<file path="config.mk">
export PLATFORM = sky130hd
export DESIGN_NAME = rdc_front
export DESIGN_NICKNAME = d
export VERILOG_FILES = /design/src/hdl/rdc_pkg.sv /design/src/hdl/rdc_front.sv
export SDC_FILE = /design/constraint.sdc
export NUM_CORES = 1
export LEC_CHECK = 0
export BUFFER_PORTS_ARGS = -buffer_cell sky130_fd_sc_hd__buf_2
export CORE_MARGIN = 1
export CORE_UTILIZATION = 51
export DETAILED_ROUTE_END_ITERATION = 12
export PLACE_DENSITY = 0.73
export SLEW_MARGIN = 15
export SYNTH_ARGS = -nofsm -noshare
export SYNTH_HDL_FRONTEND = slang
export SYNTH_SLANG_ARGS = --single-unit
</file>
<file path="constraint.sdc">
create_clock -name clk -period 2.1 [get_ports clk]
set_clock_uncertainty 0.05 [all_clocks]
set_input_delay 0.105 -clock clk [delete_from_list [all_inputs] [get_ports clk]]
set_output_delay 0.105 -clock clk [all_outputs]
set_load 0.01 [all_outputs]
</file>
<file path="src/hdl/rdc_pkg.sv">
// ----------------------------------------------------------------------------
// Grid ray caster package
// Shared types and fixed widths for the grid DDA ray caster.
// ----------------------------------------------------------------------------
package rdc_pkg;

    // Ray component width: covers the widest camera-x product.
    localparam int RW      = 28;
    localparam int CXW     = 25;
    localparam int DISTW   = 26;
    localparam int PW      = 54;
    localparam int DIV_NW  = 54;
    localparam int DIV_DW  = 42;
    localparam int PERPW   = 42;
    localparam int LHW     = 28;
    localparam int QDEPTH  = 4;
    localparam int QAW     = 2;

    localparam logic [LHW-1:0] LH_HUGE  = LHW'(1) << 27;
    localparam logic [23:0]    PERP_SAT = 24'hFFFFFF;

    localparam logic [2:0] REG_CAM_X  = 3'd0;
    localparam logic [2:0] REG_CAM_Y  = 3'd1;
    localparam logic [2:0] REG_DIR_X  = 3'd2;
    localparam logic [2:0] REG_DIR_Y  = 3'd3;
    localparam logic [2:0] REG_PLN_X  = 3'd4;
    localparam logic [2:0] REG_PLN_Y  = 3'd5;
    localparam logic [2:0] REG_TEX_W  = 3'd6;

    localparam logic REQ_WRITE = 1'b0;
    localparam logic REQ_CAST  = 1'b1;

    typedef struct packed {
        logic       req_type;
        logic [9:0] column;
        logic [5:0] cell_x;
        logic [5:0] cell_y;
        logic [7:0] cell_value;
    } req_t;

    typedef struct packed {
        logic [9:0]  ray_column;
        logic        hit_found;
        logic        hit_side;
        logic [5:0]  hit_x;
        logic [5:0]  hit_y;
        logic [7:0]  hit_code;
        logic [23:0] perp_dist;
        logic [8:0]  span_start;
        logic [8:0]  span_end;
        logic [7:0]  texel_x;
    } res_t;

    typedef struct packed {
        logic [21:0]        cam_pos_x;
        logic [21:0]        cam_pos_y;
        logic signed [17:0] view_dir_x;
        logic signed [17:0] view_dir_y;
        logic signed [17:0] plane_x;
        logic signed [17:0] plane_y;
        logic [8:0]         tex_width;
    } cfg_t;

    typedef struct packed {
        logic       is_cast;
        logic [9:0] column;
        logic [5:0] cell_x;
        logic [5:0] cell_y;
        logic [7:0] cell_value;
    } entry_t;

    typedef struct packed {
        logic              start;
        logic [DIV_NW-1:0] num;
        logic [DIV_DW-1:0] den;
    } div_req_t;

    typedef struct packed {
        logic              done;
        logic [DIV_NW-1:0] quot;
    } div_rsp_t;

endpackage

</file>
<file path="src/hdl/rdc_front.sv">
// ----------------------------------------------------------------------------
// Request front end
// Accepts requests, drops map writes outside the grid, and queues the rest.
// ----------------------------------------------------------------------------
module rdc_front #(
    parameter int MAP_SIZE = 64
) (
    input  logic            clk,
    input  logic            rst_n,
    input  logic            start,
    input  rdc_pkg::req_t   req,
    output logic            busy,
    input  logic            clr_busy,
    input  logic            pop,
    output logic            q_valid,
    output rdc_pkg::entry_t q_data
);
    import rdc_pkg::*;

    entry_t           q_mem [QDEPTH];
    logic [QAW-1:0]   wr_ptr_reg;
    logic [QAW-1:0]   rd_ptr_reg;
    logic [QAW:0]     cnt_reg;
    logic             accept;
    logic             in_map;
    logic             push;
    logic             do_pop;
    entry_t           ent;

    assign busy    = (cnt_reg == (QAW+1)'(QDEPTH)) || clr_busy;
    assign accept  = start && !busy;
    assign in_map  = (32'(req.cell_x) < MAP_SIZE) && (32'(req.cell_y) < MAP_SIZE);
    assign push    = accept && ((req.req_type == REQ_CAST) || in_map);
    assign q_valid = cnt_reg != '0;
    assign do_pop  = pop && q_valid;
    assign q_data  = q_mem[rd_ptr_reg];

    always_comb
    begin
        ent.is_cast    = req.req_type == REQ_CAST;
        ent.column     = req.column;
        ent.cell_x     = req.cell_x;
        ent.cell_y     = req.cell_y;
        ent.cell_value = req.cell_value;
    end

    always_ff @(posedge clk or negedge rst_n)
    begin
        if (!rst_n)
        begin
            wr_ptr_reg <= '0;
            rd_ptr_reg <= '0;
            cnt_reg    <= '0;
        end
        else
        begin
            if (push)
            begin
                wr_ptr_reg <= wr_ptr_reg + QAW'(1);
            end
            if (do_pop)
            begin
                rd_ptr_reg <= rd_ptr_reg + QAW'(1);
            end
            if (push && !do_pop)
            begin
                cnt_reg <= cnt_reg + (QAW+1)'(1);
            end
            else if (do_pop && !push)
            begin
                cnt_reg <= cnt_reg - (QAW+1)'(1);
            end
        end
    end

    always_ff @(posedge clk)
    begin
        if (push)
        begin
            q_mem[wr_ptr_reg] <= ent;
        end
    end

endmodule

</file>
; Yosys cells after proc, flatten, opt, wreduce, memory -nomap -nowiden
; Memory sizes are Yosys's and may differ from the RTL's.
; Cells that the tools add are included.
[totals]
register_bits = 7
latch_bits = 0
mem_bits_rw = 124
romBits = 0
input_bits = 36
output_inout_bits = 33
memories = 1
[memory_table]
columns = memory, depth, word_bits, rd, rd_clocked_by_memory_dff, wr, line
row1 = q_mem, 4, 31, 1, 0, 1, rdc_front.sv:20  ; entry_t q_mem [QDEPTH];
[classes]
n_addsub = 4
multipliers = 0
n_div = 0
magnitude_cmp = 0
n_eq_ne = 1
shifts = 0
n_mux = 4
bitwise = 0
reduce_logical = 10
[ops]
columns = op, count
row1 = 2-to-1 mux 3 bit, 2
row2 = adder 2 x 1 -> 2 bit (second input constant), 2
row3 = logical AND 1 bit, 4
row4 = adder 3 x 1 -> 3 bit (second input constant), 1
row5 = == test 3 bit (second input constant), 1
row6 = logical NOT 1 bit, 3
row7 = nonzero test 3 bit, 1
row8 = subtractor 3 x 1 -> 3 bit (second input constant), 1
row9 = 2-to-1 mux 1 bit, 2
row10 = nonzero test 2 bit, 1
row11 = logical OR 1 bit, 1

; Depth between registers and ports, before layout
[logic_depth]
word_depth = 8
mapped_depth = 8
ltp_nobuf = 8

; Least setup slack after synthesis
; Ideal clock, no wire load.
[synth_timing]
kind = register to register
startpoint = register cnt_reg[0]
endpoint = register cnt_reg[2]
t_arrival_ns = 1.972
required_time_ns = 1.971
path_slack_ns = -0.001
stages_incl_launch_ff = 9
period_less_slack_ns = 2.101
cell_sequence = dfrtp_1 -> or3_1 -> nand2_1 -> ha_1 -> inv_1 -> fa_1 -> xor2_1 -> nor2_1 -> xor2_1
[synth_lines]
columns = item, line
row1 = "start, declared", rdc_front.sv:23  ; logic [QAW:0] cnt_reg;
row2 = "start signal, assigned", rdc_front.sv:67  ; cnt_reg <= cnt_reg + (QAW+1)'(1);
row3 = "start signal, assigned", rdc_front.sv:71  ; cnt_reg <= cnt_reg - (QAW+1)'(1);
row4 = nonzero test 3 bit (*), rdc_front.sv:34  ; assign q_valid = cnt_reg != '0;
row5 = named net q_valid, rdc_front.sv:15  ; output logic q_valid,
row6 = logical AND 1 bit (*), rdc_front.sv:35  ; assign do_pop = pop && q_valid;
row7 = logical NOT 1 bit, rdc_front.sv:65  ; if (push && !do_pop)
row8 = logical AND 1 bit, rdc_front.sv:65
row9 = 2-to-1 mux 3 bit or nonzero test 2 bit (tied branches), n/a
; The timed path passes the listed nets; every way through them passes the cells marked *. The select of a mux whose other input is x is not followed.
; A chain may end at the register's enable or synchronous reset.

; Final worst setup path
[layout_timing]
startpoint = register cnt_reg[0]
endpoint = register cnt_reg[2]
[layout_between]
elab_chain_cells = 7
[layout_lines]
columns = item
row1 = branches (longest 7 deep; another with subtractor 3 x 1 -> 3 bit)
; Several ways; the timed one is not identified. The select of a mux whose other input is x is not followed.

==> flow_summary.json <==
{
  "post_detailed_placement_cell_area_mm2": 0.005519,
  "setup-tns-final_ns": 0,
  "dpl_worst_slack_ns": 0.03009,
  "layout.cells.most_common": "sky130_fd_sc_hd__edfxtp_1",
  "portion_of_the_post_synthesis_area_used_by_sequential_elements_pct": 79.01,
  "critical_path.max_fanout": 3,
  "maxSlewViolCount": 0,
  "synthesis.area_per_instance_um2": 24.80,
  "nets": 371,
  "whs_ns": 0.08343,
  "clockRootBuffer": "sky130_fd_sc_hd__clkbuf_8",
  "cts.reportedPaths.clkPinSlew_ns": 0.06,
  "largest_register_ffs": 124,
  "leakagePower_nw": 2.283,
  "grt_util_all_layers_pct": 18.08,
  "drive_gt1_share_pct": 45.61,
  "post_synth_num_cell_types": 21,
  "numClockSinks": 131,
  "floorplan.die.height_um": 100.4,
  "route.antenna.remaining_nets": 0,
  "finalCritPeriodShare_pct": 96.85,
  "hold_path_startpoint": "start",
  "routed_wl_um": 8355,
  "synth_seq_cells": 131,
  "final_critical_path_setup_slack_ns": 0.06611,
  "drtIter0Drc": 109,
  "grt_pass1_wl_um": 12980,
  "i_o_pin_total": 69,
  "slew_headroom_pct": 77.17,
  "rsz0062_at_grt": "false",
  "status": "finished clean",
  "peak_freq_mhz": 491.7,
  "finish.cell_count_without_fillers": 471,
  "routability_cong": 0.7153,
  "clock_path_buffers": 2,
  "detailedRoute.firstPassIterationCount": 4,
  "max_cap_violations": 0,
  "grt_start_max_net_pins": 22,
  "grt_pass1_vias": 2541,
  "hp-class": "in2reg",
  "place_inst": 405,
  "fin_area_mm2": 0.006410,
  "std_cell_rows": 35,
  "p_total_mw": 8.214,
  "routed_via_density": 5.055,
  "initial_utilization_pct": 52.90,
  "cts-htree-levels": 4,
  "power_per_cell_area_mw_per_mm2": 1282,
  "n_antenna_cell": 0,
  "worstSetupPathType": "reg2reg",
  "design.core.area_mm2": 0.009328,
  "synthToLayoutAreaGrowth_pct": 29.89,
  "endpoint_required_time_on_the_critical_path_ns": 2.48,
  "r2r_start": "cnt_reg[0]$_DFFE_PN0P_",
  "floorplan.die_area_mm2": 0.01007,
  "post_route_drc_violation_count": 0,
  "cts_setup_buffers": 0,
  "mappedNetlistNets": 241,
  "cp_data_arrival_time_ns": 2.41,
  "dp_hpwl_um": 4889,
  "finalHoldViolations": 0,
  "worst_pin_slew_ns": 0.3424,
  "yosys_warnings": 0,
  "finalSetupViolations": 0,
  "antenna_violations_before_repair": 0,
  "final_core_util_pct": 68.72,
  "overflow": 0,
  "nFillCells": 598,
  "portBuffers": 68,
  "irDropWorstVdd_mv": 0.7462,
  "dieWidth_um": 100.4,
  "cts_tree": "done",
  "netlist_area_mm2": 0.004935,
  "launch_point_of_the_worst_path": "cnt_reg[0]$_DFFE_PN0P_",
  "layout_common_cells": "124 x sky130_fd_sc_hd__edfxtp_1, 68 x sky130_fd_sc_hd__buf_2, 34 x sky130_fd_sc_hd__dlygate4sd3_1, 30 x sky130_fd_sc_hd__mux4_2, 16 x sky130_fd_sc_hd__clkbuf_16",
  "numCtsBuffers": 17,
  "fin_crit_ns": 2.034,
  "end_kind": "flip-flop",
  "wl_per_cell_um": 17.74,
  "clk_latency_ns": 0.51,
  "route.vias.total": 2381,
  "post_synth_inst_count": 199,
  "timing.critical_path.from_type": "flip-flop"
}
layout make-up:
class                           instances  area [um2]  area share [%]
Clock inverter                         15       120.1           1.874
Sequential cell                       131        3900           60.84
Timing Repair Buffer                  118       842.1           13.14
Inverter                                4       15.01          0.2342
Clock buffer                           17       414.1           6.461
Tap cell                              129       161.4           2.518
Multi-Input combinational cell         57       957.2           14.93
cell usage after synthesis (all sizes together):
library cell / instances / area (um2)
a21oi: 2 / 13.76
and2: 4 / 25.02
buf: 7 / 86.33
dfrtp: 7 / 175.2
edfxtp: 124 / 3724
fa: 1 / 20.02
ha: 5 / 62.56
inv: 4 / 15.01
mux2: 2 / 22.52
mux4: 31 / 709.4
nand2: 1 / 3.750
nand2b: 1 / 6.260
nand3: 1 / 5.000
nor2: 2 / 7.510
or3: 1 / 6.260
xnor2: 4 / 35.03
xor2: 2 / 17.52
per-layer routing:
metal | GRT usage (%) | share of wire, %
met2 | 30.93 | 53
met4 | 7.358 | 1.1
met5 | 0 | 0
met1 | 21.77 | 42
met3 | 5.084 | 3.6
kinds of logic after synthesis:
family	after synthesis	synth area share, %
AO/OA/AOI/OAI	2	0.2788
buffers and inverters	11	2.054
flip-flops	131	79.01
AND/OR/NAND/NOR	10	1.090
multiplexers	33	14.83
adder cells (fa/ha/maj)	6	1.673
XOR/XNOR	6	1.065
power by group:
group / total (mW) / switching, mW / internal [mW] / leakage [nW]
Clock: 2.60 / 1.13 / 1.48 / 0.252
Sequential: 3.32 / 0.105 / 3.21 / 1.21
Combinational: 2.30 / 1.12 / 1.17 / 0.825
Total: 8.21 / 2.35 / 5.86 / 2.28
what timing repair did:
| action | 4_1_cts | 5_1_grt |
|---|---|---|
| endpoints found under the hold margin | 133 | 0 |
| setup endpoints to repair | 0 | 4 |
| hold buffers | 34 | 0 |
| gates resized for setup | 0 | 7 |
final timing paths:
check	endpoint	cells after the start	slack [ns]
worst max-delay path	cnt_reg[2]$_DFFE_PN0P_	8	0.07
worst min-delay path	wr_ptr_reg[0]$_DFFE_PN0P_	5	0.08
worst max register to register	cnt_reg[2]$_DFFE_PN0P_	8	0.07
worst min register to register	cnt_reg[2]$_DFFE_PN0P_	2	0.52
max in group asynchronous	rd_ptr_reg[0]$_DFFE_PN0P_	3	1.23
min in group asynchronous	cnt_reg[0]$_DFFE_PN0P_	3	0.50
critical path, stage by stage, from the launching register on:
cell                      delay, ns
sky130_fd_sc_hd__dfrtp_1       0.39
sky130_fd_sc_hd__or3_4         0.42
sky130_fd_sc_hd__nand2_4       0.10
sky130_fd_sc_hd__ha_4          0.13
sky130_fd_sc_hd__inv_1         0.04
sky130_fd_sc_hd__fa_1          0.37
sky130_fd_sc_hd__xor2_1        0.17
sky130_fd_sc_hd__nor2_1        0.13
sky130_fd_sc_hd__xor2_1        0.16
(Power assumes the default switching activity.)
